**src/hdl/japanese_name_code_point_folder_macros.svh**
```systemverilog
// Assertion macros used by the top-level RTL file.
`ifndef JAPANESE_NAME_CODE_POINT_FOLDER_MACROS_SVH
`define JAPANESE_NAME_CODE_POINT_FOLDER_MACROS_SVH

// Same-cycle implication, checked out of reset.
`define JNCPF_ASSERT_IMP(lbl, ante, cons, msg) \
    lbl: assert property (@(posedge i_clk) disable iff (!i_rst_n) (ante) |-> (cons)) \
        else $error(msg);

// Next-cycle implication, checked out of reset.
`define JNCPF_ASSERT_NXT(lbl, ante, cons, msg) \
    lbl: assert property (@(posedge i_clk) disable iff (!i_rst_n) (ante) |=> (cons)) \
        else $error(msg);

`endif

```
**src/hdl/jncpf_pkg.sv**
```systemverilog
`default_nettype none

package jncpf_pkg;

    // Option registers, in register index order
    typedef struct packed {
        logic fold_width;
        logic drop_spaces;
        logic drop_symbols;
        logic hiragana_to_katakana;
        logic fold_kanji;
        logic fold_long_vowel;
    } t_cfg;

    // Register indexes
    typedef enum logic [2:0] {
        CFG_FOLD_WIDTH    = 3'd0,
        CFG_DROP_SPACES   = 3'd1,
        CFG_DROP_SYMBOLS  = 3'd2,
        CFG_HIRA_TO_KATA  = 3'd3,
        CFG_FOLD_KANJI    = 3'd4,
        CFG_FOLD_LONG     = 3'd5
    } t_cfg_index;

    // One result item
    typedef struct packed {
        logic [20:0] cp;
        logic        char_valid;
        logic        last;
    } t_res;

    // Results and held-kana update produced by one item
    typedef struct packed {
        logic [1:0]  cnt;
        t_res        e0;
        t_res        e1;
        logic        hold_set;
        logic [15:0] hold_kana;
    } t_fold_out;

endpackage

`default_nettype wire

```
**src/hdl/jncpf_fold.sv**
```systemverilog
`default_nettype none

module jncpf_fold
    import jncpf_pkg::*;
(
    input  wire logic [20:0] i_cp,
    input  wire logic        i_eot,
    input  wire logic        i_held_valid,
    input  wire logic [15:0] i_held_kana,
    input  wire t_cfg        i_cfg,
    output t_fold_out        o_fold
);

    localparam logic [15:0] WIDE_KANA [56] = '{
        16'h30F2, 16'h30A1, 16'h30A3, 16'h30A5, 16'h30A7, 16'h30A9, 16'h30E3, 16'h30E5,
        16'h30E7, 16'h30C3, 16'h30FC, 16'h30A2, 16'h30A4, 16'h30A6, 16'h30A8, 16'h30AA,
        16'h30AB, 16'h30AD, 16'h30AF, 16'h30B1, 16'h30B3, 16'h30B5, 16'h30B7, 16'h30B9,
        16'h30BB, 16'h30BD, 16'h30BF, 16'h30C1, 16'h30C4, 16'h30C6, 16'h30C8, 16'h30CA,
        16'h30CB, 16'h30CC, 16'h30CD, 16'h30CE, 16'h30CF, 16'h30D2, 16'h30D5, 16'h30D8,
        16'h30DB, 16'h30DE, 16'h30DF, 16'h30E0, 16'h30E1, 16'h30E2, 16'h30E4, 16'h30E6,
        16'h30E8, 16'h30E9, 16'h30EA, 16'h30EB, 16'h30EC, 16'h30ED, 16'h30EF, 16'h30F3
    };

    localparam logic [15:0] KANJI_FROM [16] = '{
        16'h9AD9, 16'hFA11, 16'h6FF5, 16'h5D8B, 16'h5D8C, 16'h908A, 16'h9089, 16'h9F8D,
        16'h6AFB, 16'h570B, 16'h5B78, 16'h6FA4, 16'h9F4B, 16'h85DD, 16'h5713, 16'h9A5B
    };

    localparam logic [15:0] KANJI_TO [16] = '{
        16'h9AD8, 16'h5D0E, 16'h6D5C, 16'h5CF6, 16'h5CF6, 16'h8FBA, 16'h8FBA, 16'h7ADC,
        16'h685C, 16'h56FD, 16'h5B66, 16'h6CA2, 16'h658E, 16'h82B8, 16'h5186, 16'h99C5
    };

    localparam logic [15:0] PUNCT [14] = '{
        16'h30FB, 16'h002E, 16'hFF0E, 16'h002D, 16'hFF0D, 16'h2010, 16'h2212,
        16'h0027, 16'h2019, 16'h0022, 16'h201D, 16'h0026, 16'hFF06, 16'h00B7
    };

    localparam logic [20:0] CP_VOICED  = 21'h00FF9E;
    localparam logic [20:0] CP_SEMI    = 21'h00FF9F;
    localparam logic [20:0] FULL_LO    = 21'h00FF01;
    localparam logic [20:0] FULL_HI    = 21'h00FF5E;
    localparam logic [20:0] FULL_OFS   = 21'h00FEE0;
    localparam logic [20:0] HKANA_LO   = 21'h00FF66;
    localparam logic [20:0] HKANA_HI   = 21'h00FF9D;
    localparam logic [20:0] HIRA_LO    = 21'h003041;
    localparam logic [20:0] HIRA_HI    = 21'h003096;
    localparam logic [20:0] HIRA_OFS   = 21'h000060;
    localparam logic [20:0] LONG_MARK  = 21'h0030FC;
    localparam logic [20:0] SMALL_TSU  = 21'h0030C3;
    localparam logic [20:0] TSU        = 21'h0030C4;
    localparam logic [20:0] CASE_OFS   = 21'd32;

    typedef struct packed {
        logic        keep;
        logic [20:0] cp;
    } t_late;

    function automatic logic [15:0] wide_kana(input logic [5:0] idx);
        logic [15:0] v;
        v = 16'h0000;
        if (idx < 6'd56) begin
            v = WIDE_KANA[idx];
        end
        return v;
    endfunction

    // Drops, hiragana shift, old kanji, long vowel, upper case
    function automatic t_late late_fold(input logic [20:0] cp_in, input t_cfg cfg);
        logic [20:0] c;
        logic        drop;
        logic [20:0] k;
        t_late       r;
        c    = cp_in;
        drop = 1'b0;
        if (cfg.drop_spaces && (c == 21'h20 || c == 21'h3000 || c == 21'h09 ||
                                c == 21'h0A || c == 21'h0D)) begin
            drop = 1'b1;
        end
        if (cfg.drop_symbols) begin
            for (int i = 0; i < 14; i++) begin
                if (c == {5'd0, PUNCT[i]}) begin
                    drop = 1'b1;
                end
            end
        end
        if (cfg.hiragana_to_katakana && c >= HIRA_LO && c <= HIRA_HI) begin
            c = c + HIRA_OFS;
        end
        if (cfg.fold_kanji) begin
            // source forms are distinct, at most one matches
            k = c;
            for (int i = 0; i < 16; i++) begin
                if (c == {5'd0, KANJI_FROM[i]}) begin
                    k = {5'd0, KANJI_TO[i]};
                end
            end
            c = k;
        end
        if (cfg.fold_long_vowel) begin
            if (c == LONG_MARK) begin
                drop = 1'b1;
            end
            if (c == SMALL_TSU) begin
                c = TSU;
            end
        end
        if (c >= 21'h61 && c <= 21'h7A) begin
            c = c - CASE_OFS;
        end
        r.keep = !drop;
        r.cp   = c;
        return r;
    endfunction

    logic        is_merge;
    logic [20:0] merged;
    logic [20:0] held_cp;
    logic        w_full;
    logic        w_kana;
    logic [5:0]  kana_ofs;
    logic [20:0] cp_wide;
    t_late       late_merge;
    t_late       late_held;
    t_late       late_item;
    logic        a_v;
    logic        b_v;
    t_res        res_a;
    t_res        res_b;

    // Mark merge onto a held kana
    assign is_merge = i_held_valid && (i_cp == CP_VOICED || i_cp == CP_SEMI);
    assign merged   = {5'd0, i_held_kana} + ((i_cp == CP_VOICED) ? 21'd1 : 21'd2);
    assign held_cp  = {5'd0, i_held_kana};

    // Width fold
    assign w_full   = i_cfg.fold_width && i_cp >= FULL_LO && i_cp <= FULL_HI;
    assign w_kana   = i_cfg.fold_width && i_cp >= HKANA_LO && i_cp <= HKANA_HI;
    assign kana_ofs = 6'(i_cp - HKANA_LO);
    assign cp_wide  = w_full ? (i_cp - FULL_OFS)
                    : (w_kana ? {5'd0, wide_kana(kana_ofs)} : i_cp);

    assign late_merge = late_fold(merged, i_cfg);
    assign late_held  = late_fold(held_cp, i_cfg);
    assign late_item  = late_fold(cp_wide, i_cfg);

    // Held emission (a) and item result (b)
    always_comb begin
        a_v   = 1'b0;
        b_v   = 1'b0;
        res_a = '{cp: late_held.cp, char_valid: 1'b1, last: 1'b0};
        res_b = '{cp: 21'd0, char_valid: 1'b0, last: 1'b1};
        o_fold.hold_set  = 1'b0;
        o_fold.hold_kana = cp_wide[15:0];
        if (is_merge) begin
            b_v = late_merge.keep || i_eot;
            if (late_merge.keep) begin
                res_b = '{cp: late_merge.cp, char_valid: 1'b1, last: i_eot};
            end
        end else begin
            a_v = i_held_valid && late_held.keep;
            if (w_kana && !i_eot) begin
                o_fold.hold_set = 1'b1;
            end else begin
                b_v = late_item.keep || i_eot;
                if (late_item.keep) begin
                    res_b = '{cp: late_item.cp, char_valid: 1'b1, last: i_eot};
                end
            end
        end

        // Pack results in order
        o_fold.e1 = res_b;
        if (a_v) begin
            o_fold.e0  = res_a;
            o_fold.cnt = b_v ? 2'd2 : 2'd1;
        end else begin
            o_fold.e0  = res_b;
            o_fold.cnt = b_v ? 2'd1 : 2'd0;
        end
    end

endmodule

`default_nettype wire

```
**src/hdl/jncpf_out_fifo.sv**
```systemverilog
`default_nettype none

module jncpf_out_fifo
    import jncpf_pkg::*;
(
    input  wire logic       i_clk,
    input  wire logic       i_rst_n,
    input  wire logic [1:0] i_push_cnt,
    input  wire t_res       i_e0,
    input  wire t_res       i_e1,
    input  wire logic       i_pop,
    output logic            o_valid,
    output t_res            o_head,
    output logic [1:0]      o_free
);

    t_res       r_mem [2];
    logic       r_wptr;
    logic       r_rptr;
    logic [1:0] r_count;

    assign o_valid = (r_count != 2'd0);
    assign o_head  = r_mem[r_rptr];
    // a slot read out this cycle can be refilled this cycle
    assign o_free  = 2'd2 - r_count + {1'b0, i_pop};

    // Entry storage
    always_ff @(posedge i_clk) begin
        if (i_push_cnt != 2'd0) begin
            r_mem[r_wptr] <= i_e0;
        end
        if (i_push_cnt == 2'd2) begin
            r_mem[~r_wptr] <= i_e1;
        end
    end

    // Pointers and fill count
    always_ff @(posedge i_clk) begin
        if (!i_rst_n) begin
            r_wptr  <= 1'b0;
            r_rptr  <= 1'b0;
            r_count <= 2'd0;
        end else begin
            r_wptr  <= r_wptr ^ i_push_cnt[0];
            r_rptr  <= r_rptr ^ i_pop;
            r_count <= r_count + i_push_cnt - {1'b0, i_pop};
        end
    end

endmodule

`default_nettype wire

```
**src/hdl/japanese_name_code_point_folder.sv**
```systemverilog
// An accepted item is registered and folded in the input register; its results
// enter the result queue when it fires, which waits for room in the queue.
// One item per cycle while the result queue has room for its results; an item with two
// results (a held kana plus its own character) needs both entries of the two-entry result queue.
// Reset (synchronous, active low): all option registers set, no kana held, input
// register and result queue empty.
`default_nettype none

module japanese_name_code_point_folder
    import jncpf_pkg::*;
(
    input  wire logic        i_clk,
    input  wire logic        i_rst_n,
    // input items
    input  wire logic        i_in_valid,
    output logic             o_in_stall,
    input  wire logic [20:0] i_code_point,
    input  wire logic        i_end_of_text,
    // result items
    output logic             o_out_valid,
    input  wire logic        i_out_stall,
    output logic [20:0]      o_out_code_point,
    output logic             o_char_valid,
    output logic             o_last_of_text,
    // configuration
    input  wire logic        i_cfg_we,
    input  wire logic [2:0]  i_cfg_index,
    input  wire logic        i_cfg_data
);

    t_cfg        r_cfg;
    logic        r_in_valid;
    logic        n_in_valid;
    logic [20:0] r_cp;
    logic        r_eot;
    logic        r_held_valid;
    logic [15:0] r_held_kana;

    t_fold_out   fold;
    logic [1:0]  free;
    logic        fire;
    logic        in_accept;
    logic        pop;
    t_res        head;

    // Option registers
    always_ff @(posedge i_clk) begin
        if (!i_rst_n) begin
            r_cfg <= '1;
        end else if (i_cfg_we) begin
            unique case (i_cfg_index)
                CFG_FOLD_WIDTH:   r_cfg.fold_width           <= i_cfg_data;
                CFG_DROP_SPACES:  r_cfg.drop_spaces          <= i_cfg_data;
                CFG_DROP_SYMBOLS: r_cfg.drop_symbols         <= i_cfg_data;
                CFG_HIRA_TO_KATA: r_cfg.hiragana_to_katakana <= i_cfg_data;
                CFG_FOLD_KANJI:   r_cfg.fold_kanji           <= i_cfg_data;
                CFG_FOLD_LONG:    r_cfg.fold_long_vowel      <= i_cfg_data;
                default: ;
            endcase
        end
    end

    // Input register handshake
    assign fire       = r_in_valid && (fold.cnt <= free);
    assign o_in_stall = r_in_valid && !fire;
    assign in_accept  = i_in_valid && !o_in_stall;

    always_comb begin
        n_in_valid = r_in_valid;
        if (in_accept) begin
            n_in_valid = 1'b1;
        end else if (fire) begin
            n_in_valid = 1'b0;
        end
    end

    always_ff @(posedge i_clk) begin
        if (!i_rst_n) begin
            r_in_valid <= 1'b0;
        end else begin
            r_in_valid <= n_in_valid;
        end
    end

    always_ff @(posedge i_clk) begin
        if (in_accept) begin
            r_cp  <= i_code_point;
            r_eot <= i_end_of_text;
        end
    end

    // Held kana, updated when an item is folded
    always_ff @(posedge i_clk) begin
        if (!i_rst_n) begin
            r_held_valid <= 1'b0;
            r_held_kana  <= 16'h0000;
        end else if (fire) begin
            r_held_valid <= fold.hold_set;
            r_held_kana  <= fold.hold_set ? fold.hold_kana : 16'h0000;
        end
    end

    jncpf_fold u_fold (
        .i_cp         (r_cp),
        .i_eot        (r_eot),
        .i_held_valid (r_held_valid),
        .i_held_kana  (r_held_kana),
        .i_cfg        (r_cfg),
        .o_fold       (fold)
    );

    // Result queue
    assign pop = o_out_valid && !i_out_stall;

    jncpf_out_fifo u_out_fifo (
        .i_clk      (i_clk),
        .i_rst_n    (i_rst_n),
        .i_push_cnt (fire ? fold.cnt : 2'd0),
        .i_e0       (fold.e0),
        .i_e1       (fold.e1),
        .i_pop      (pop),
        .o_valid    (o_out_valid),
        .o_head     (head),
        .o_free     (free)
    );

    assign o_out_code_point = head.cp;
    assign o_char_valid     = head.char_valid;
    assign o_last_of_text   = head.last;

    // Checks
    `include "japanese_name_code_point_folder_macros.svh"

    `JNCPF_ASSERT_IMP(a_held_range, r_held_valid,
        r_held_kana >= 16'h30A1 && r_held_kana <= 16'h30FC, "held kana out of range")
    `JNCPF_ASSERT_IMP(a_term_form, o_out_valid && !o_char_valid,
        o_out_code_point == 21'd0 && o_last_of_text, "malformed terminator")
    `JNCPF_ASSERT_NXT(a_stall_hold, r_in_valid && !fire,
        r_in_valid && $stable(r_cp) && $stable(r_eot), "stalled item lost")
    `JNCPF_ASSERT_IMP(a_no_overflow, fire, free >= fold.cnt && free <= 2'd2,
        "result queue overflow")

endmodule

`default_nettype wire

```
**config.mk**
```make
export PLATFORM = sky130hd
export DESIGN_NAME = japanese_name_code_point_folder
export DESIGN_NICKNAME = d
export VERILOG_FILES = /design/src/hdl/jncpf_pkg.sv /design/src/hdl/jncpf_fold.sv /design/src/hdl/jncpf_out_fifo.sv /design/src/hdl/japanese_name_code_point_folder.sv
export VERILOG_INCLUDE_DIRS = /design/src /design/src/hdl
export SDC_FILE = /design/constraint.sdc
export NUM_CORES = 1
export LEC_CHECK = 0
export BUFFER_PORTS_ARGS = -buffer_cell sky130_fd_sc_hd__buf_2
export CORE_ASPECT_RATIO = 1.25
export CORE_UTILIZATION = 24
export CTS_BUF_LIST = sky130_fd_sc_hd__clkbuf_4 sky130_fd_sc_hd__clkbuf_8 sky130_fd_sc_hd__clkbuf_16
export DETAILED_ROUTE_END_ITERATION = 10
export MAX_ROUTING_LAYER = met4
export PLACE_DENSITY_LB_ADDON = 0.05
export SLEW_MARGIN = 20
export SYNTH_ARGS = -nofsm -noshare
export SYNTH_HDL_FRONTEND = slang
export SYNTH_SLANG_ARGS = --single-unit
```
**constraint.sdc**
```tcl
create_clock -name i_clk -period 12.85 [get_ports i_clk]
set_input_delay 1.285 -clock i_clk [delete_from_list [all_inputs] [get_ports i_clk]]
set_output_delay 1.285 -clock i_clk [all_outputs]
set_load 0.02 [all_outputs]
```
==> results of run 1 <==
## final cells by class
type,instances,share of cell area
clock inverter,7,0.00686
inverter,46,0.0123
tap,665,0.0592
multi-input combinational,1435,0.671
sequential,97,0.187
clock buffer,9,0.0160
timing repair buffer,107,0.0474
## per-layer routing
metal,vias to the layer above,track usage,part of all wire
li1,6582,-,-
met1,7046,0.271,0.38
met2,517,0.476,0.53
met3,161,0.0207,0.039
met4,0,0.124,0.051
met5,-,-,0
## flip-flops by register name, indices dropped and copies added (netlist names), named ones only
register / cells
r_cfg: 6
r_cp: 21
r_eot: 1
r_held_kana: 16
r_held_valid: 1
r_in_valid: 1
u_out_fifo.r_count: 2
u_out_fifo.r_mem: 46
u_out_fifo.r_rptr: 1
u_out_fifo.r_wptr: 1
## final timing paths
path	start	to	slack, ns	cells after the start
max	r_cp[12]	o_in_stall	1.61	33
min	r_held_valid	r_held_valid	0.55	2
max reg2reg	r_cp[12]	u_out_fifo.r_mem[0][22]	1.70	38
min reg2reg	r_held_valid	r_held_valid	0.55	2
## report_power, final
group | total, µW | internal [µW] | switching, µW | leakage [µW]
Clock | 314 | 158 | 156 | 0.000154
Combinational | 506 | 173 | 333 | 0.00383
Sequential | 413 | 381 | 31.3 | 0.000865
## critical path: cells and delay by family (launching register included)
kind / cells / cell delay, ns
XOR/XNOR: 1 / 0.72
flip-flops: 1 / 0.59
buffers and inverters: 4 / 0.66
AND/OR/NAND/NOR: 13 / 3.14
adder cells (fa/ha/maj): 5 / 1.51
AO/OA/AOI/OAI: 10 / 2.90
## cells in the final DEF, fill, tap and decap left out, drive strengths merged, types with 16 or more instances in the layout
cell type  instances
mux2              28
and3              26
nor4              61
edfxtp            68
or2               19
buf              107
a21oi             69
a211oi            18
o21ai             90
o22ai             16
a31oi             34
nor2             142
or4               22
inv               46
and2              34
ha                39
or3               22
nor2b             17
nand2            186
nand2b            16
mux2i             18
nand3             85
o211ai            43
o31ai             24
nor3              74
dfxtp             29
xnor2             33
nand4             62
## kinds of logic after synthesis
family                   Yosys count
AND/OR/NAND/NOR                  829
AO/OA/AOI/OAI                    476
multiplexers                      46
XOR/XNOR                          42
adder cells (fa/ha/maj)           42
buffers and inverters            149
flip-flops                        97
## per-stage QoR
step / utilization / cells / area [µm²] / worst slack, ns
3_5_place_dp: 0.264 / 2350 / 13700 / 1.75
2_1_floorplan: - / 1681 / 12700 / 3.64
6_report: 0.271 / 2366 / 14000 / 1.61
3_3_place_gp: 0.264 / 2350 / 13700 / 1.70
5_1_grt: 0.271 / 2366 / 14000 / 0.741
4_1_cts: 0.271 / 2366 / 14000 / 1.54
==> impl_metrics.toml, run 1 <==
[clock_network]
cts_hold_repair.buffers = 0
max-clock-path-buffers = 2
post_cts.repair.setup_buffers = 0
cts_max_level = 3
root_buffer = "clkbuf_16"
clk_pin_slew_ns = 0.08
worstSkewPairLatency_ns = 0.39
ctsResizeCount = 0
cts_tree = "done"
cts.sinks = 97
cts_buffers = 9

[timing]
tightest_slew_ns = 1.09
fmax_mhz = 89.0
clock-skew-final_ns = 0.0130
rsz0062_at_grt = "false"
period_share = 0.875
fin_crit_ns = 11.24
finalHoldViolCount = 0
fin_tns_setup_ns = 0
max_slew_margin = 0.265
finalSetupViolCount = 0
slew_viol_final = 0
whs_ns = 0.548

[detailed_routing]
dr.pass1.iters = 5
ant_nets = 0
drcViolationCount = 0
drt-initial-drc-count = 1088
wire_per_inst_um = 28.4
vias = 14300
viasPerCell = 6.05
wl_mm = 67.1

[worst_setup_path]
crit_fanout = 12
critPathKind = "flop to primary output"
worstPathRequired_ns = 11.56
cp_slowest_stage_delay_ns = 0.72
path_common_cell = "nand2_1"
start_kind = "flop"
arrival_ns = 9.96
critPathSlowestCell = "xnor2_1"
endpoint_kind = "primary output"

[synth]
ys.warnings.count = 0
synth_compound_area_frac = 0.274
synth_most_common_cell = "nand2_1"
synth_top_area_frac = 0.161
synth_cell_types = 118
synth_top_family_by_area = "simple AND/OR/NAND/NOR gates"
syn_area_um2 = 12700
synth_top_cell_by_area = "edfxtp_1"
synth_commonest_cells = "182 x nand2_1, 137 x nor2_1, 85 x o21ai_0, 84 x nand3_1, 74 x nor3_1"
synth-xor-area-share = 0.0317
ys_seq_area_frac = 0.207
synth_seq_cells = 97
ys.flop_type = "edfxtp_1"
synthSimpleGateAreaFrac = 0.356
synthTopCellsByArea = "edfxtp_1 16%, nand2_1 5.4%, dfxtp_1 4.6%"
synth-edff-count = 68
async_flop_share = 0
synth.net_count = 1752
synthMuxAreaShare = 0.0391
syn_inst = 1681
syn_avg_cell_area_um2 = 7.54
synthAdderAreaFrac = 0.0417

[grt]
overflow = 0
grt_pass1_vias = 14400
grt_pass1_wl_mm = 99.2
grt_use_total = 0.255
grt_max_degree = 30
antenna_found_initial = 0

[floorplanning]
die_area_um2 = 53700
initial_core_util = 0.244
die_h_um = 259
rows = 93
fp.dieW_um = 208
core_um2 = 51900
ios = 56

[hold_path]
min_path_type = "flop to flop"

[placement]
gp_congestion = 0.944
hpwl_mm = 53.1
port-buffer-count = 55

[final_layout]
diodes = 0
nets = 1767
multi_input_area_um2 = 9430
syn2layout_area_growth_pct = 10.8
drive_gt1_frac = 0.137
fillers = 5762
seq_area_um2 = 2620

[power]
p_total_uw = 1230
cellPowerDensity_nw_per_um2 = 87.7
leakage_uw = 0.00485
ir_drop_v = 0.0000798

[run_status]
status = "finished clean"

[run]
cap_violations = 0
No activity file was read; power rests on OpenSTA's default activity.
==> inputs of run 2 (changes only) <==
--- a/config.mk
+++ b/config.mk
@@ -6,7 +6,7 @@
 export SDC_FILE = /design/constraint.sdc
 export NUM_CORES = 1
 export LEC_CHECK = 0
-export BUFFER_PORTS_ARGS = -buffer_cell sky130_fd_sc_hd__buf_2
+export BUFFER_PORTS_ARGS = -buffer_cell sky130_fd_sc_hd__buf_4
 export CORE_ASPECT_RATIO = 1.25
 export CORE_UTILIZATION = 24
 export CTS_BUF_LIST = sky130_fd_sc_hd__clkbuf_4 sky130_fd_sc_hd__clkbuf_8 sky130_fd_sc_hd__clkbuf_16
==> run 2 against run 1 <==
Sequential cell count stayed put. Power increased by 0.21%. Via count rose by 0.29%. Clock-buffer cell count is the same. First-iteration DRC count rose by 3.4%. Critical path type is now flop to flop. Critical endpoint is now u_out_fifo.r_mem[0][22]. Largest power group unchanged.
==> impl_metrics.toml, run 2 (synthesis gave the netlist of run 1 again) <==
[grt]
grt_pass1_wl_mm = 96.1
antenna_found_initial = 1
grt_max_degree = 30
overflow = 0
grt_use_total = 0.246
grt_pass1_vias = 14200

[worst_setup_path]
endpoint_kind = "flop"
critPathKind = "flop to flop"
start_kind = "flop"
reg2reg_setup_slack_ns = 1.06
r2r_start = "r_cp[12]"
reg2reg_to = "u_out_fifo.r_mem[0][22]"
critPathSlowestCell = "o32ai_1"
arrival_ns = 11.92
cp_slowest_stage_delay_ns = 0.95
worstPathRequired_ns = 12.98
worstRegToRegCells = 38
path_common_cell = "nand2_1"
crit_fanout = 21

[power]
cellPowerDensity_nw_per_um2 = 87.3
leakage_uw = 0.00488
ir_drop_v = 0.0000697

[final_layout]
regMostFlops = "u_out_fifo.r_mem"
drive_gt1_frac = 0.135
nets = 1764
top_regs = "u_out_fifo.r_mem x46, r_cp x21, r_held_kana x16"
finalInstanceArea_um2 = 14100
final_cells = 2363
final_util = 0.272
largest_register_ff_count = 46
layout_commonest_cell = "nand2_1"
diodes = 0
final_cell_mix = "182 x nand2_1, 136 x nor2_1, 104 x buf_4"
syn2layout_area_growth_pct = 11.5

[hold_path]
hold_end = "r_held_valid"
holdCritStartpoint = "r_held_valid"
min_path_type = "flop to flop"
min_path_cells = 2

[detailed_routing]
drcViolationCount = 0
drt-initial-drc-count = 1125
dr.pass1.iters = 8
vias = 14300
ant_nets = 0
viasPerCell = 6.07
wire_per_inst_um = 27.5
wl_mm = 65.0

[timing]
max_slew_margin = 0.280
period_share = 0.918
finalSetupViolCount = 0
timing.final.ws_setup_ns = 1.06
finalHoldViolCount = 0
fin_tns_setup_ns = 0
clock-skew-final_ns = 0.0136
slew_viol_final = 0
fin_crit_ns = 11.79
fmax_mhz = 84.8
rsz0062_at_grt = "false"
tightest_slew_ns = 1.08

[clock_network]
worstSkewPairLatency_ns = 0.39
cts.sinks = 97
max-clock-path-buffers = 2
cts_buffers = 9
cts_max_level = 3
ctsResizeCount = 0
cts_tree = "done"
clk_pin_slew_ns = 0.08
root_buffer = "clkbuf_16"
cts_hold_repair.buffers = 0
post_cts.repair.setup_buffers = 0

[floorplanning]
die_h_um = 259
fp.dieW_um = 208
core_um2 = 51900
rows = 93
die_area_um2 = 53700
initial_core_util = 0.244
ios = 56

[run]
cap_violations = 0

[placement]
gp_congestion = 0.968
dpl-instance-area_um2 = 13800
dp_cells = 2347
port-buffer-count = 55
dp_slack_ns = 1.10
hpwl_mm = 51.0

[run_status]
status = "finished clean"
[run 2: changes by cell type in the layout (fill, tap and decap cells not counted), sizes merged]
cell,before,now
clkinvlp,1,0
bufinv,1,0
inv,46,47
clkinv,5,6
buf,107,104
[run 2: worst max path at each step]
stage                     startpoint                 endpoint  slack (ns)
final                       r_cp[12]  u_out_fifo.r_mem[0][22]        1.06
after floorplan             r_cp[15]   u_out_fifo.r_mem[1][0]        3.64
after global routing        r_cp[12]  u_out_fifo.r_mem[0][20]        0.06
after global placement      r_cp[13]  u_out_fifo.r_mem[0][22]        1.27
after detailed placement    r_cp[18]  u_out_fifo.r_mem[0][22]        1.10
after CTS                   r_cp[18]               o_in_stall        1.03
[run 2: per-layer routing]
| metal | global-route usage | routed length, µm | vias to the layer above |
|---|---|---|---|
| li1 | - | - | 6579 |
| met3 | 0.0208 | 2660 | 173 |
| met1 | 0.264 | 24900 | 7007 |
| met2 | 0.456 | 34200 | 589 |
| met5 | - | 0 | - |
| met4 | 0.112 | 3140 | 0 |
[run 2: final cells by class]
class,count,area [µm²]
clock buffer,9,225
clock inverter,7,78.8
fill,5803,37800
inverter,46,173
multi-input combinational,1435,9430
sequential,97,2620
tap,665,832
timing repair buffer,104,781
[run 2: worst max-delay path, delay by kind of cell, from the launching register on]
kind            cells  cell delay (ns)
simple gates       18             5.47
compound gates     10             2.88
fa+ha+maj           4             1.32
buf+inv             5             1.12
flops               1             0.59
xor+xnor            1             0.11
[run 2: power by group]
part | switching [µW] | leakage, µW | total [µW] | internal [µW]
combinational | 338 | 0.00387 | 529 | 190
sequential | 26.7 | 0.000865 | 408 | 381
clock | 158 | 0.000150 | 298 | 140
total | 524 | 0.00488 | 1230 | 711
[run 2: per-stage QoR]
step | power, µW | hold slack, ns
after floorplan | 752 | 0.441
after CTS | 1250 | 0.533
after global placement | 950 | 0.525
after global routing | 1300 | 0.556
final | 1230 | 0.529
after detailed placement | 946 | 0.523
